### src/sv/nps_pkg.sv
// ----------------------------------------------------------------------------
// nps_pkg
// shared types and constants of the non-overlapping pattern search unit
// ----------------------------------------------------------------------------
package nps_pkg;

  // default parameter values
  localparam int MAX_PATTERN_DEF = 8;
  localparam int INDEX_WIDTH_DEF = 16;

  // fixed field widths
  localparam int BYTE_W      = 8;
  localparam int PATTERN_W   = 64;
  localparam int LENGTH_W    = 4;
  localparam int CFG_DATA_W  = 64;
  localparam int CFG_INDEX_W = 2;
  localparam int MATCH_W     = 16;
  localparam int COUNT_W     = 3;

  localparam logic [COUNT_W-1:0]  COUNT_MAX    = '1;
  localparam logic [LENGTH_W-1:0] LENGTH_RESET = 4'd1;

  // configuration register indexes
  typedef enum logic [CFG_INDEX_W-1:0] {
    REG_PATTERN_BYTES  = 2'd0,
    REG_PATTERN_LENGTH = 2'd1,
    REG_INDEX_AFTER    = 2'd2
  } cfg_reg_t;

  // outcome of one byte compare
  typedef struct packed {
    logic               hit;
    logic [MATCH_W-1:0] index;
  } nps_result_t;

endpackage

### src/sv/nps_match.sv
// ----------------------------------------------------------------------------
// nps_match
// window compare against the pattern and match index computation
// ----------------------------------------------------------------------------
module nps_match import nps_pkg::*; #(
  parameter int MAX_PATTERN = MAX_PATTERN_DEF,
  parameter int INDEX_WIDTH = INDEX_WIDTH_DEF,
  localparam int HIST_W     = (MAX_PATTERN > 1) ? (MAX_PATTERN - 1) * BYTE_W : BYTE_W,
  localparam int WIN_W      = HIST_W + BYTE_W
) (
  input  logic [PATTERN_W-1:0]   pattern_bytes,
  input  logic [LENGTH_W-1:0]    pattern_length,
  input  logic                   index_after_match,
  input  logic [WIN_W-1:0]       window,          // newest byte in the low byte
  input  logic [INDEX_WIDTH-1:0] byte_position,
  input  logic [COUNT_W-1:0]     clean_count,
  output nps_result_t            result
);

  localparam logic [INDEX_WIDTH-1:0] POS_MAX = '1;

  logic [LENGTH_W-1:0]    len;
  logic [LENGTH_W-1:0]    len_m1;
  logic [LENGTH_W-1:0]    off;
  logic                   bytes_ok;
  logic                   enough;
  logic [INDEX_WIDTH-1:0] idx;
  logic [31:0]            idx_wide;

  // clamp the length into 1..MAX_PATTERN
  always_comb begin
    if (pattern_length == '0) begin
      len = LENGTH_W'(1);
    end else if (pattern_length > LENGTH_W'(MAX_PATTERN)) begin
      len = LENGTH_W'(MAX_PATTERN);
    end else begin
      len = pattern_length;
    end
    len_m1 = len - LENGTH_W'(1);
  end

  // byte k of the pattern against the byte len-1-k places back
  always_comb begin
    bytes_ok = 1'b1;
    off      = '0;
    for (int k = 0; k < MAX_PATTERN; k++) begin
      if (LENGTH_W'(k) < len) begin
        off = len_m1 - LENGTH_W'(k);
        if (pattern_bytes[BYTE_W*k +: BYTE_W] != window[BYTE_W*off +: BYTE_W]) begin
          bytes_ok = 1'b0;
        end
      end
    end
  end

  // all matched bytes must have arrived since start or last match
  assign enough = ({1'b0, clean_count} + (COUNT_W + 1)'(1)) >= (COUNT_W + 1)'(len);

  // reported index per mode
  always_comb begin
    if (index_after_match) begin
      idx = (byte_position == POS_MAX) ? POS_MAX : byte_position + INDEX_WIDTH'(1);
    end else if (byte_position >= INDEX_WIDTH'(len_m1)) begin
      idx = byte_position - INDEX_WIDTH'(len_m1);
    end else begin
      idx = '0;
    end
    idx_wide = 32'(idx);
  end

  assign result.hit   = bytes_ok && enough;
  assign result.index = idx_wide[MATCH_W-1:0];

endmodule

### src/sv/nonoverlapping_pattern_search_unit.sv
// ----------------------------------------------------------------------------
// nonoverlapping_pattern_search_unit
// streaming exact search for non-overlapping occurrences of a short pattern
// ----------------------------------------------------------------------------
// channel   direction  payload
// s_*       in         tdata: data_byte[7:0]; tuser: string_start
// m_*       out        tdata: match_index[15:0]
// cfg_*     in         cfg_index selects register, cfg_data holds the value
//
// one byte is taken per cycle while no stalled result blocks the input; a byte
// is first held in the input register, then its compare result is loaded
// into the result register, and a match shows on m_*
// rst clears history, position, count, configuration registers and both valid flags
// s_tready drops only while a stalled result waits and a byte is held
// cfg_ready is always high; write only while the unit is idle
// ----------------------------------------------------------------------------
module nonoverlapping_pattern_search_unit import nps_pkg::*; #(
  parameter int MAX_PATTERN = MAX_PATTERN_DEF,
  parameter int INDEX_WIDTH = INDEX_WIDTH_DEF
) (
  input  logic                   clk,
  input  logic                   rst,
  input  logic                   s_tvalid,
  output logic                   s_tready,
  input  logic [BYTE_W-1:0]      s_tdata,   // [7:0] data_byte
  input  logic                   s_tuser,   // [0] string_start
  output logic                   m_tvalid,
  input  logic                   m_tready,
  output logic [MATCH_W-1:0]     m_tdata,   // [15:0] match_index
  input  logic                   cfg_valid,
  output logic                   cfg_ready,
  input  logic [CFG_INDEX_W-1:0] cfg_index,
  input  logic [CFG_DATA_W-1:0]  cfg_data
);

  localparam int HIST_W = (MAX_PATTERN > 1) ? (MAX_PATTERN - 1) * BYTE_W : BYTE_W;
  localparam int WIN_W  = HIST_W + BYTE_W;
  localparam logic [INDEX_WIDTH-1:0] POS_MAX = '1;

  // configuration registers
  logic [PATTERN_W-1:0] pattern_bytes;
  logic [LENGTH_W-1:0]  pattern_length;
  logic                 index_after_match;

  // input register
  logic              in_valid;
  logic [BYTE_W-1:0] in_byte;
  logic              in_start;

  // search state
  logic [HIST_W-1:0]      recent_bytes;
  logic [INDEX_WIDTH-1:0] byte_position;
  logic [COUNT_W-1:0]     clean_count;

  logic [HIST_W-1:0]      hist_eff;
  logic [INDEX_WIDTH-1:0] pos_eff;
  logic [COUNT_W-1:0]     count_eff;
  logic [WIN_W-1:0]       window;
  logic [COUNT_W-1:0]     clean_count_next;
  nps_result_t            result;
  logic                   fire;

  assign cfg_ready = 1'b1;

  // configuration writes
  always_ff @(posedge clk) begin
    if (rst) begin
      pattern_bytes     <= '0;
      pattern_length    <= LENGTH_RESET;
      index_after_match <= 1'b0;
    end else if (cfg_valid) begin
      case (cfg_reg_t'(cfg_index))
        REG_PATTERN_BYTES:  pattern_bytes     <= cfg_data;
        REG_PATTERN_LENGTH: pattern_length    <= cfg_data[LENGTH_W-1:0];
        REG_INDEX_AFTER:    index_after_match <= cfg_data[0];
        default: ;
      endcase
    end
  end

  // compare stage runs when the result register is free or drains
  assign fire     = in_valid && (!m_tvalid || m_tready);
  assign s_tready = !in_valid || fire;

  // input register
  always_ff @(posedge clk) begin
    if (rst) begin
      in_valid <= 1'b0;
    end else if (s_tready) begin
      in_valid <= s_tvalid;
    end
  end

  always_ff @(posedge clk) begin
    if (s_tready && s_tvalid) begin
      in_byte  <= s_tdata;
      in_start <= s_tuser;
    end
  end

  // a new text clears history, position and count before the byte
  always_comb begin
    hist_eff  = in_start ? '0 : recent_bytes;
    pos_eff   = in_start ? '0 : byte_position;
    count_eff = in_start ? '0 : clean_count;
    window    = {hist_eff, in_byte};
  end

  nps_match #(
    .MAX_PATTERN(MAX_PATTERN),
    .INDEX_WIDTH(INDEX_WIDTH)
  ) u_match (
    .pattern_bytes    (pattern_bytes),
    .pattern_length   (pattern_length),
    .index_after_match(index_after_match),
    .window           (window),
    .byte_position    (pos_eff),
    .clean_count      (count_eff),
    .result           (result)
  );

  // count restarts after a match and saturates otherwise
  always_comb begin
    if (result.hit) begin
      clean_count_next = '0;
    end else if (count_eff == COUNT_MAX) begin
      clean_count_next = COUNT_MAX;
    end else begin
      clean_count_next = count_eff + COUNT_W'(1);
    end
  end

  // state update
  always_ff @(posedge clk) begin
    if (rst) begin
      recent_bytes  <= '0;
      byte_position <= '0;
      clean_count   <= '0;
    end else if (fire) begin
      recent_bytes  <= window[HIST_W-1:0];
      byte_position <= (pos_eff == POS_MAX) ? POS_MAX : pos_eff + INDEX_WIDTH'(1);
      clean_count   <= clean_count_next;
    end
  end

  // result register
  always_ff @(posedge clk) begin
    if (rst) begin
      m_tvalid <= 1'b0;
    end else if (fire) begin
      m_tvalid <= result.hit;
    end else if (m_tready) begin
      m_tvalid <= 1'b0;
    end
  end

  always_ff @(posedge clk) begin
    if (fire && result.hit) begin
      m_tdata <= result.index;
    end
  end

endmodule

### config.mk
export PLATFORM = sky130hd
export DESIGN_NAME = nonoverlapping_pattern_search_unit
export DESIGN_NICKNAME = d
export VERILOG_FILES = /design/src/sv/nps_pkg.sv /design/src/sv/nps_match.sv /design/src/sv/nonoverlapping_pattern_search_unit.sv
export SDC_FILE = /design/constraint.sdc
export NUM_CORES = 1
export LEC_CHECK = 0
export BUFFER_PORTS_ARGS = -buffer_cell sky130_fd_sc_hd__buf_2
export CAP_MARGIN = 20
export CORE_MARGIN = 2
export CORE_UTILIZATION = 55
export CTS_CLUSTER_DIAMETER = 40
export DETAILED_ROUTE_END_ITERATION = 8
export HOLD_SLACK_MARGIN = 0.06
export PLACE_DENSITY = 0.74
export RECOVER_POWER = 25
export SLEW_MARGIN = 20
export SYNTH_ARGS = -nofsm -noshare
export SYNTH_HDL_FRONTEND = slang
export SYNTH_SLANG_ARGS = --single-unit
### constraint.sdc
create_clock -name clk -period 4.5 [get_ports clk]
set_input_delay 0.45 -clock clk [delete_from_list [all_inputs] [get_ports clk]]
set_output_delay 0.45 -clock clk [all_outputs]
set_load 0.02 [all_outputs]
## Yosys cells after proc, flatten, opt, wreduce, memory -nomap -nowiden

Index checks and enable logic that the tools add are counted.

- Bits in read-only memories: 0
- Word-level logic and storage cells: 96
- Latch bits: 0
- RAM bits: 0
- Bits in registers: 171
- Memories kept: 0

- $lt $le $gt $ge: 11
- Shifts and indexed selects: 8
- Divide/modulo/power cells: 0
- Bitwise operators: 0
- Multiply operators: 0
- Reduce and logical (&&, ||, !) cells: 14
- Add/sub/neg operators: 12
- Multiplexer cells: 28
- Equal/unequal tests: 12

Operator list:

| cell | count |
|---|---|
| $shiftx 64x8->8 | 8 |
| $mux 16 | 4 |
| $ne 8x8->1 | 8 |
| $mux 56 | 1 |
| $mux 1 | 18 |
| $add 16x1->16 const B | 1 |
| $eq 16x16->1 const B | 1 |
| $ge 16x4->1 | 1 |
| $lt 3x4->1 const A | 4 |
| $sub 16x4->16 | 1 |
| $sub 4x3->4 const B | 4 |
| $mux 3 | 3 |
| $lt 1x4->1 const A | 2 |
| $lt 2x4->1 const A | 2 |
| $mux 4 | 2 |
| $sub 4x1->4 const B | 2 |
| $sub 4x2->4 const B | 2 |
| $reduce_and 2->1 | 3 |
| $add 3x1->4 const B | 1 |
| $ge 4x4->1 | 1 |
| $gt 4x4->1 const B | 1 |
| $logic_and 1x1->1 | 4 |
| $logic_not 4->1 | 1 |
| $add 3x1->3 const B | 1 |
| 7 further kinds | 9 |

## Logic depth before layout (Yosys ltp)

Gate-level depths: netlist of the first run.

- Depth after elaboration: 24
- Depth in mapped cells: 21
- Depth with buffers taken out: 17

## Cells and area by module

Synthesis of the first run repeated with hierarchy kept, for this count alone.

- Cells, all modules: 1,420
- Area total of the unflattened synthesis: 11,730.0 um2

By module, submodules not included:

| module | area an instance (um2) | instances | seq. area each (um2) | cells each |
|---|---|---|---|---|
| nonoverlapping_pattern_search_unit | 6,675.2 | 1 | 3,673.5 | 787 |
| nps_match | 5,054.8 | 1 | 0.0 | 633 |

## Worst setup path before layout of the first run

OpenSTA, ideal clock, no wires.

- Path kind: register -> register
- Start point: reg in_start
- End point: reg m_tdata[12] (data pin)
- Path buffers: 7
- Clock period less this slack: 5.032 ns
- Setup time: 0.277 ns
- Required time: 4.223 ns
- Arrival time: 4.754 ns
- Cell stages (with the launch flop): 18
- Path slack: -0.532 ns
- Cells stage by stage: edfxtp_1 -> buf_2 -> buf_2 -> buf_1 -> buf_2 -> buf_1 -> clkbuf_1 -> clkbuf_1 -> nor2b_1 -> fa_1 -> maj3_1 -> a21oi_1 -> o21a_1 -> nor2b_1 -> o21ai_0 -> nor3_1 -> or2_2 -> o211ai_1

RTL lines:

| what | RTL line | RTL |
|---|---|---|
| from (decl) | nonoverlapping_pattern_search_unit.sv:48 | `logic in_start;` |
| from (signal assigned) | nonoverlapping_pattern_search_unit.sv:97 | `in_start <= s_tuser;` |
| to (signal assigned) | nonoverlapping_pattern_search_unit.sv:159 | `m_tdata <= result.index;` |
| to (decl) | nonoverlapping_pattern_search_unit.sv:29 | `output logic [MATCH_W-1:0] m_tdata,` |

## Worst setup path in the final report of the first run

- Start point: reg pattern_length[1]
- End point: reg m_tdata[11], enable pin

- Longest elaborated chain between the ends: 24

Ends and longest elaborated chain:

| what | RTL line | RTL |
|---|---|---|
| from (decl) | nonoverlapping_pattern_search_unit.sv:42 | `logic [LENGTH_W-1:0] pattern_length;` |
| from (signal assigned) | nonoverlapping_pattern_search_unit.sv:74 | `REG_PATTERN_LENGTH: pattern_length <= cfg_data[LENGTH_W-1:0];` |
| $gt 4x4->1 | nps_match.sv:34 | `end else if (pattern_length > LENGTH_W'(MAX_PATTERN)) begin` |
| $mux 4 | nps_match.sv:34 |  |
| $mux 4 * | nps_match.sv:32 | `if (pattern_length == '0) begin` |
| branches (longest 19 deep; another with $sub 4x1->4) | -- |  |
| $logic_and 1x1->1 * | nps_match.sv:71 | `assign result.hit = bytes_ok && enough;` |
| $logic_and 1x1->1 * | nonoverlapping_pattern_search_unit.sv:158 | `if (fire && result.hit) begin` |

Every way passes the cells marked *.
A chain may end at the register's enable or synchronous reset.

==> metrics.txt, run 1 <==
CP max FO 16; final core utilization 0.633; final global-route overflow total 0; post-route setup TNS 0 ns; filler cell count 1874; Startpoint Class flop; crit-path cells o21ba_1 -> nor2_8 -> inv_4 -> ha_1 -> ha_1 -> ha_1 -> nand3b_1 -> o2bb2ai_1 -> or2_2 -> nor3_1 -> a221o_1 -> a2111o_1 -> o31ai_1 -> buf_4 -> o2111ai_1 -> nor2_2 -> and3_4; layout cells sized above 1 0.144; P per Cell Area 300 mW/mm^2; FP Rows 52; Buf+Inv Stages, Crit Path 2; min-delay worst type in -> reg; critical path class reg -> reg; Vias/cell 6.36; Critical Path Max Stage Delay 0.41 ns; Synth Flop Type dfxtp_1; status finished with violations; Starting DRT DRC Count 1213; # DRC 0; WHS 0.174 ns; fin worst setup slack 0.165 ns; synth cell count leaders 246 x nand2_1, 160 x a21oi_1, 146 x dfxtp_1; Max-Cap Viols 1; syn avg cell area 7.70 sq um; CTS H-tree depth 4; First-pass DRT Iterations 6; I/O pin count 99; fin. max-slew vios 78; most used cell, CP ha_1; TritonCTS buffer count 17; Leak Pwr 4.72 nW; placed cells 1798; number of enable flip-flop cells after synthesis 25; main area contributors after synthesis dfxtp_1 26%, nand2_1 8.1%, a21oi_1 7.0%, edfxtp_1 6.6%, mux2i_1 4.5%; FFs w/ async S/R, synth 0; number of global-route vias before repair 10600; Yosys cell types 86; Slew @ Worst Pin 3.62 ns; Final Cycle Share 0.963; cts repair resizes 0; Clock Latency Late Sink 0.45 ns; final non-filler cell total 1831; Synthesis Warnings 0; DP Worst Slack 0.248 ns; core area 0.0203 sq mm; routability congestion estimate 1.04; dpl cell area 0.0123 sq mm; Slowest-stage cell, CP ha_1; Crit path max-delay family compound AO/OA/AOI/OAI gates; clk root buf clkbuf_16; cells after synthesis 1486; area added between synthesis and finish 12.3%; fmax 231 MHz; Post-CTS Hold Fix Bufs 0; DIE WIDTH 148 um; antenna-violating nets left 0; Yosys reg bits 171; via count 11600; Worst-path clk slew 0.07 ns; worst vdd ir 0.244 mV; RSZ-0062 raised after global routing false; Die H 148 um; Post-CTS Setup Repair Bufs 0; initial antenna violation count 0; Mapped Area 0.0114 sq mm; fin area 0.0129 sq mm; Critical Path End Type flop; Setup Skew 0.0103 ns; Detail Placement HPWL 27500 um; Yosys top cell area share 0.255; most common cell in the netlist nand2_1; nets 1647; Total GRT Usage 0.340; PnR Total Power 3.86 mW; largest area contributor in the netlist dfxtp_1; Max Root-Sink Buffers 2; Num Clock Sinks 171; CTS tree done; worst endpoint required time 4.64 ns; Max transition margin -1.41; Critical Path AT 4.47 ns; Routed wire per std cell 20.5 um; Seq/Total Area, Yosys 0.321; pin count of the biggest net entering global routing 78; first-pass GRT wire length 58800 um; failing checks max-capacitance violations, max-slew violations; syn nets 1586; Final Setup Violations 0; Final Hold Fails 0; final WL 37600 um; Final min period 4.33 ns; initial core utilization 0.564; Die Area 0.0220 sq mm; Port Buf Inserts 97
worst paths after layout:
path	start	to	slack (ns)	cells after the start
worst min register to register	pattern_bytes[34]	pattern_bytes[34]	0.46	2
worst max register to register	pattern_length[1]	m_tdata[11]	0.17	17
worst max-delay path	pattern_length[1]	m_tdata[11]	0.17	17
worst min-delay path	s_tdata[3]	in_byte[3]	0.17	1
layer usage:
metal	up-vias	track usage	wire (um)
met2	600	0.533	16600
met3	126	0.0761	3460
li1	5512	-	-
met1	5406	0.445	15500
met4	0	0.168	2010
met5	-	0	0
worst register-to-register path, stage by stage (launching register included):
cell	delay, ns
dfxtp_1	0.35
o21ba_1	0.26
nor2_8	0.13
inv_4	0.04
ha_1	0.18
ha_1	0.41
ha_1	0.29
nand3b_1	0.10
o2bb2ai_1	0.27
or2_2	0.22
nor3_1	0.05
a221o_1	0.27
a2111o_1	0.41
o31ai_1	0.24
buf_4	0.18
o2111ai_1	0.14
nor2_2	0.15
and3_4	0.34
placed cells by master, fill, tap and decap left out, drive strengths merged, types with 7 or more instances in the layout:
master,synthesis,final
xnor2,32,32
a31oi,24,24
o211ai,13,13
nand3,35,35
and2,8,8
a21boi,7,7
a211oi,15,15
a32oi,18,18
ha,19,19
nand3b,7,7
nand2,246,246
and3,28,28
a22oi,14,14
inv,34,44
nor2,105,105
mux4,9,9
edfxtp,25,25
nor4,11,11
mux2,16,16
o221ai,7,7
xor2,22,22
clkbuf,85,36
a21oi,160,160
or3,8,8
nor2b,44,44
o22ai,13,13
dfxtp,146,146
mux2i,51,51
o31ai,9,9
o21ai,65,65
buf,31,139
a21o,9,9
nand2b,10,10
nor3,43,43
nand4,13,13
o2111ai,13,13
layout make-up:
type | instances | area (sq um) | share of cell area
antenna | 1 | 2.50 | 0.000195
clock buffer | 17 | 425 | 0.0331
clock inverter | 15 | 169 | 0.0131
inverter | 34 | 130 | 0.0101
multi-input combinational | 1165 | 7200 | 0.560
sequential | 171 | 3670 | 0.286
tap | 270 | 338 | 0.0263
timing repair buffer | 158 | 920 | 0.0715
sequential cells by signal (all words and copies together) (netlist names):
signal	flops
m_tvalid	1
pattern_bytes	64
index_after_match	1
in_valid	1
byte_position	16
in_start	1
in_byte	8
recent_bytes	56
m_tdata	16
pattern_length	4
clean_count	3
report_power, final:
group          internal, mW  leakage [nW]  switching [mW]
clock                 0.795         0.290           0.737
sequential             1.59          1.42          0.0509
combinational         0.260          3.01           0.421
total                  2.65          4.72            1.21
logic make-up after synthesis:
| group | count (synthesis) | share of synthesized area |
|---|---|---|
| xor+xnor | 54 | 0.0413 |
| other cells | 1 | 0.000328 |
| simple gates | 587 | 0.244 |
| flops | 171 | 0.321 |
| buf+inv | 150 | 0.0525 |
| fa+ha+maj | 22 | 0.0243 |
| compound gates | 425 | 0.239 |
| mux | 76 | 0.0781 |
No activity file was read; power rests on OpenSTA's default activity.
==> inputs of run 2 (changes only) <==
- CORE_UTILIZATION: 55 -> 60
- PLACE_DENSITY: 0.74 -> 0.77
- clock period: 4.5 -> 4.1 ns (I/O delays scaled with it)
==> run 2 against run 1 <==
Highest routed layer unchanged. Critical path depth decreased by 3. Global-route usage grew 4.3 points. The run still ends with max-capacitance violations, max-slew violations left. Power increased by 11%. Clock skew is 0.0020 ns higher. Sequential share of layout area is 1.1 points lower. Non-clock buffer count increased by 39.
==> metrics.txt, run 2 (synthesis results as in run 1) <==
fin worst setup slack 0.0424 ns (-0.123 ns); Detail Placement HPWL 28300 um (+3.1%); Final Hold Fails 0 (unchanged); area added between synthesis and finish 16.9%; status finished with violations; area of the multi-input gates 0.00741 sq mm (+3.0%); Vias/cell 6.58 (+3.4%); Hold Crit Depth 1 (unchanged); Clock Latency Late Sink 0.45 ns (about the same); worst r2r dst m_tdata[0]; clk root buf clkbuf_16; Buf+Inv Stages, Crit Path 2 (unchanged); initial antenna violation count 0 (unchanged); routability congestion estimate 1.07 (+3.2%); Num Clock Sinks 171 (unchanged); highest-count cells in the layout ignoring fill and taps 244 x nand2_1, 158 x a21oi_1, 146 x dfxtp_1; Slowest-stage cell, CP nor3_1; antenna-violating nets left 0 (unchanged); most used cell, CP a21o_1; Worst-path clk slew 0.08 ns (about the same); most common cell after layout, fill and taps aside nand2_1; max reg flops 64 (unchanged); Die H 142 um (-4.1%); failing checks max-capacitance violations, max-slew violations; Max transition margin -0.557 (+0.858); pin count of the biggest net entering global routing 59 (-24%); Port Buf Inserts 97 (unchanged); Critical Path End Type flop; Routed wire per std cell 21.4 um (+4.3%); Largest regs pattern_bytes x64, recent_bytes x56; final global-route overflow total 0 (unchanged); P per Cell Area 320 mW/mm^2 (+6.6%); I/O pin count 99 (unchanged); Max-Cap Viols 2 (+1); Hold Startpoint s_tdata[6]; Final Cycle Share 0.990 (+0.0264); Final Setup Violations 0 (unchanged); min-delay worst type in -> reg; TritonCTS buffer count 17 (unchanged); Crit path max-delay family simple AND/OR/NAND/NOR gates; worst vdd ir 0.291 mV (+19%); Startpoint Class flop; FP Rows 50 (-3.8%); First-pass DRT Iterations 6 (unchanged); fmax 246 MHz (+6.8%); Leak Pwr 4.94 nW (+4.8%); CTS tree done; first-pass GRT wire length 59600 um (+1.3%); crit-path cells o21ba_2 -> nor2_8 -> ha_2 -> buf_12 -> buf_4 -> nor3_1 -> a22o_1 -> o21ai_0 -> a21o_1 -> a21o_1 -> nor4_4 -> o2111ai_2 -> nor2_4 -> and3_4; # diodes 0 (-1); core area 0.0187 sq mm (-7.9%); CP max FO 26 (+10); Biggest register pattern_bytes; DIE WIDTH 142 um (-4.1%); hold endpoint in_byte[6]; worst r2r path cells 14 (-3); Total GRT Usage 0.383 (+0.0428); Max Root-Sink Buffers 2 (unchanged); fin. max-slew vios 67 (-14%); final WL 39300 um (+4.5%); via count 12100 (+3.6%); initial core utilization 0.612 (+0.0480); Final min period 4.06 ns (-0.277 ns); Starting DRT DRC Count 1352 (+11%); Slew @ Worst Pin 2.34 ns (-1.29 ns); number of global-route vias before repair 10600 (+0.21%); Sequential Area 0.00367 sq mm (unchanged); critical path class reg -> reg; filler cell count 1531 (-18%); Critical Path AT 4.21 ns (-0.26 ns); Die Area 0.0202 sq mm (-8.1%); layout cells sized above 1 0.183 (+0.0395); Reg-to-Reg Start pattern_length[1]; Setup Skew 0.0123 ns (+0.00199 ns); Post-CTS Hold Fix Bufs 0 (unchanged); nets 1687 (+2.4%); WHS 0.123 ns (-0.0510 ns); DP Worst Slack -0.0128 ns (-0.261 ns); worst endpoint required time 4.25 ns (-0.39 ns); # DRC 0 (unchanged); CTS H-tree depth 4 (unchanged); Critical Path Max Stage Delay 0.44 ns (+0.03 ns); Reg2Reg Setup Slack 0.04 ns (-0.12 ns)
-- run 2: changes by cell type in the layout (fill, tap and decap cells not counted), sizes merged --
cell	delta
buf	+39
clkinvlp	+2
and3	+1
diode	-1
bufinv	-1
clkbuf	+1
inv	-2
-- run 2: cell type report --
class,count,area share
multi-input cells,1166,0.554
flip-flops and latches,171,0.275
repair buffers,197,0.0953
clock buffers,18,0.0337
well taps,234,0.0219
clock inverters,14,0.0108
inverters,34,0.00973
-- run 2: worst reg2reg max path, delay by kind of cell (launching register included) --
| kind | cells | cell delay (ns) |
|---|---|---|
| adders and majority gates | 1 | 0.32 |
| DFF | 1 | 0.34 |
| and+or+nand+nor | 5 | 1.41 |
| buffers and inverters | 2 | 0.36 |
| AOI/OAI and AO/OA | 6 | 1.30 |
-- run 2: worst max path at each step --
| stage | from | to | slack (ns) | depth (start not counted) |
|---|---|---|---|---|
| after global placement | pattern_length[1] | m_tdata[14] | 0.1 | 16 |
| after floorplan | pattern_length[1] | m_tdata[0] | 0.01 | 19 |
| after CTS | pattern_length[1] | m_tdata[0] | 0.001 | 15 |
| final | pattern_length[1] | m_tdata[0] | 0.04 | 14 |
| after global routing | pattern_length[1] | m_tdata[0] | -0.05 | 17 |
| after detailed placement | pattern_length[1] | m_tdata[14] | -0.01 | 16 |
-- run 2: stage by stage --
| stage | area (sq um) | instances | utilization | total power [mW] | TNS (ns) |
|---|---|---|---|---|---|
| 2_1_floorplan | 11600 | 1486 | - | 2.34 | 0 |
| 4_1_cts | 13300 | 1830 | 0.709 | 4.24 | 0 |
| 3_5_place_dp | 12700 | 1798 | 0.677 | 2.61 | -0.193 |
| 3_3_place_gp | 12700 | 1798 | 0.677 | 2.60 | 0 |
| 6_report | 13400 | 1834 | 0.715 | 4.28 | 0 |
| 5_1_grt | 13400 | 1834 | 0.715 | 4.41 | -0.606 |
-- run 2: layer usage --
metal  track usage  wire length (um)
met2         0.578             16900
met3        0.0804              4140
met4         0.228              2640
met1         0.506             15600
met5       0.00501                 0
-- run 2: power breakdown --
part | leakage (nW) | total (mW) | internal, mW | switching (mW)
logic | 3.24 | 0.825 | 0.330 | 0.494
registers | 1.42 | 1.81 | 1.75 | 0.0558
clock network | 0.284 | 1.65 | 0.847 | 0.803
-- run 2: timing repair --
item	4_1_cts	5_1_grt
pin swaps	0	3
endpoints found under the hold margin	0	0
setup endpoints to repair	16	31
resized for setup	2	24
cloned	0	1
setup buffers	0	3
==> inputs of run 3 (changes only) <==
- BUFFER_PORTS_ARGS: -buffer_cell sky130_fd_sc_hd__buf_2 -> default
- CORE_MARGIN: 2 -> 5
- DONT_BUFFER_PORTS: default -> 1
- PLACE_DENSITY: 0.77 -> 0.73
- SYNTH_HIERARCHICAL: default -> 1
==> run 3 against run 2 <==
The flow finishes with violations (max-capacitance violations, max-slew violations, negative setup slack). Worst hold slack got worse by 0.033 ns. Cell count fell by 3.1%. Non-clock buffer count decreased by 35. Critical path depth grew 3. Clock-buffer cell count is 1 lower. Critical path type unchanged. Largest power group unchanged. Highest routed layer unchanged.
==> metrics.txt, run 3 <==
status finished with violations; failing checks max-capacitance violations, max-slew violations, negative setup slack; cells after synthesis 1420 (-4.4%); hold endpoint in_valid; CTS tree done; worst r2r path cells 17 (+3); Slew @ Worst Pin 2.66 ns (+0.329 ns); Routed wire per std cell 22.3 um (+4.2%); Final Hold Fails 0 (unchanged); syn nets 1518 (-4.3%); core area 0.0193 sq mm (+3.4%); placed cells 1707 (-5.1%); main area contributors after synthesis dfxtp_1 25%, nand2_1 8.9%, mux4_2 7.3%, a21oi_1 6.6%, edfxtp_1 6.4%; Startpoint Class flop; initial antenna violation count 0 (unchanged); First-pass DRT Iterations 6 (unchanged); Final Cycle Share 1.01 (+0.0171); Synth Area in Adders 0.0217 (-0.00262); FFs w/ async S/R, synth 0 (unchanged); Total GRT Usage 0.339 (-0.0441); Leak Pwr 5.06 nW (+2.3%); Detail Placement HPWL 27900 um (-1.5%); Final Setup Violations 15 (+15); antenna-violating nets left 0 (unchanged); Yosys reg bits 171 (unchanged); FP Rows 51 (+2.0%); met2 wire length 17400 um (+2.9%); largest area contributor in the netlist dfxtp_1; Max-Cap Viols 1 (-1); Num Clock Sinks 171 (unchanged); Seq/Total Area, Yosys 0.313 (-0.00781); routability congestion estimate 0.994 (-7.0%); met3 WL 4110 um (-0.85%); mux share of post-synthesis cell area 0.133 (+0.0552); largest family of logic cells by synthesized area simple AND/OR/NAND/NOR gates; Worst-path clk slew 0.07 ns (about the same); CP max FO 8 (-69%); DIE WIDTH 150 um (+5.4%); top layer in use met4; Max Root-Sink Buffers 2 (unchanged); final global-route overflow total 0 (unchanged); Mapped Area 0.0117 sq mm (+2.5%); worst r2r dst m_tdata[2]; worst vdd ir 0.262 mV (-10%); most common cell after layout, fill and taps aside nand2_1; Die Area 0.0224 sq mm (+11%); I/O pin count 99 (unchanged); via count 11600 (-3.7%); Starting DRT DRC Count 1214 (-10%); pin count of the biggest net entering global routing 77 (+31%); worst endpoint required time 4.26 ns (about the same); min-delay worst type in -> reg; syn avg cell area 8.26 sq um (+7.3%); Synth Flop Type dfxtp_1; fin. max-slew vios 65 (-3.0%); most common cell in the netlist nand2_1; highest-count cells in the layout ignoring fill and taps 277 x nand2_1, 151 x a21oi_1, 142 x dfxtp_1; TritonCTS buffer count 17 (unchanged); Reg2Reg Setup Slack -0.03 ns (-0.07 ns); critical path class reg -> reg; initial core utilization 0.607 (-0.00516); nets 1597 (-5.3%); fmax 242 MHz (-1.7%); Synth Area in Compound Gates 0.201 (-0.0383); P per Cell Area 304 mW/mm^2 (-5.0%); first-pass GRT wire length 58700 um (-1.5%); area added between synthesis and finish 19.7%; Met1 Routed Length 16300 um (+4.5%); Setup Skew 0.0109 ns (-0.00140 ns); Hold Startpoint s_tvalid; Biggest register pattern_bytes; final WL 39700 um (+0.97%); # diodes 0 (unchanged); Max transition margin -0.776 (-0.219); Largest regs pattern_bytes x64, recent_bytes x56; final non-filler cell total 1777 (-3.1%); Critical Path End Type flop; clk root buf clkbuf_16; post-route setup TNS -0.207 ns (-0.207 ns); number of global-route vias before repair 10500 (-1.5%); max reg flops 64 (unchanged); Synth Area in Simple Gates 0.238 (-0.00550); xor/xnor cell area share of the yosys netlist 0.0447 (+0.00337); Hold Crit Depth 2 (+1); # DRC 0 (unchanged); synth cell count leaders 279 x nand2_1, 155 x a21oi_1, 146 x dfxtp_1; Yosys cell types 87 (+1.2%); RSZ-0062 raised after global routing true; number of enable flip-flop cells after synthesis 25 (unchanged); Synthesis Warnings 6 (+6); CTS H-tree depth 4 (unchanged); Clock Latency Late Sink 0.45 ns (about the same); Die H 150 um (+5.4%); Port Buf Inserts 0 (-100%); Critical Path AT 4.29 ns (+0.08 ns); Reg-to-Reg Start pattern_length[3]; fin worst setup slack -0.0275 ns (-0.0699 ns); Vias/cell 6.54 (-0.57%); layout cells sized above 1 0.212 (+0.0292); Final min period 4.13 ns (+0.0699 ns); Yosys top cell area share 0.249 (-0.00621)
## run 3: critical path: stages, from the launching register on
cell	delay, ns
dfxtp_2	0.37
nand2b_2	0.23
buf_4	0.18
ha_4	0.19
xnor2_4	0.16
inv_2	0.08
ha_4	0.17
a31o_4	0.23
xnor2_4	0.16
or4b_1	0.54
nand4b_1	0.16
a41oi_2	0.18
a2111oi_4	0.32
nand4_1	0.18
a21oi_2	0.25
nand2_2	0.11
clkinvlp_4	0.15
clkbuf_16	0.17
## run 3: how the worst max path moves through the flow
stage | startpoint | endpoint | slack (ns) | depth (start not counted)
after floorplan | pattern_length[1] | m_tdata[0] | 0.01 | 19
after global placement | pattern_length[1] | m_tdata[15] | -0.07 | 18
after detailed placement | pattern_length[1] | m_tdata[15] | -0.08 | 18
after CTS | pattern_length[1] | m_tdata[3] | 0.004 | 18
after global routing | pattern_length[3] | m_tdata[2] | -0.12 | 17
final | pattern_length[3] | m_tdata[2] | -0.03 | 17
## run 3: cell families after synthesis
group,after synthesis
compound gates,361
xor+xnor,59
fa+ha+maj,20
buf+inv,136
flops,171
mux,107
other cells,1
simple gates,565
## run 3: repair_timing
item | CTS | global route
hold endpoints to repair | 85 | 0
gates resized for setup | 10 | 45
pin swaps | 8 | 17
hold buffers | 15 | 0
gates cloned | 0 | 2
buffers inserted | 9 | 12
setup endpoints to repair | 16 | 30
## run 3: power breakdown
group,internal (mW),switching [mW]
sequential,1.75,0.0449
combinational,0.353,0.451
clock,0.874,0.800
## run 3: metrics by stage
step                setup slack (ns)  cell area [sq um]  hold slack, ns   util  power, mW
detailed placement           -0.0842              12800           0.435  0.663       2.50
CTS                          0.00354              13700          0.0895  0.708       4.22
floorplan                    0.00977              12000           0.432      -       2.33
global route                  -0.115              14000          0.0820  0.726       4.40
finish                       -0.0275              14000          0.0898  0.726       4.27
global placement             -0.0661              12800           0.431  0.663       2.49
## run 3: per-layer routing
metal,vias up,track usage
li1,5316,-
met1,5464,0.463
met2,707,0.509
met3,135,0.0787
met4,0,0.160
met5,-,0
## run 3: final cells by class
class                      count  area [sq um]
fill                        1482          5290
clock buffer                  17           425
multi-input combinational   1113          7840
tap                          265           332
inverter                      34           138
timing repair buffer         162          1450
sequential                   171          3680
clock inverter                15           178
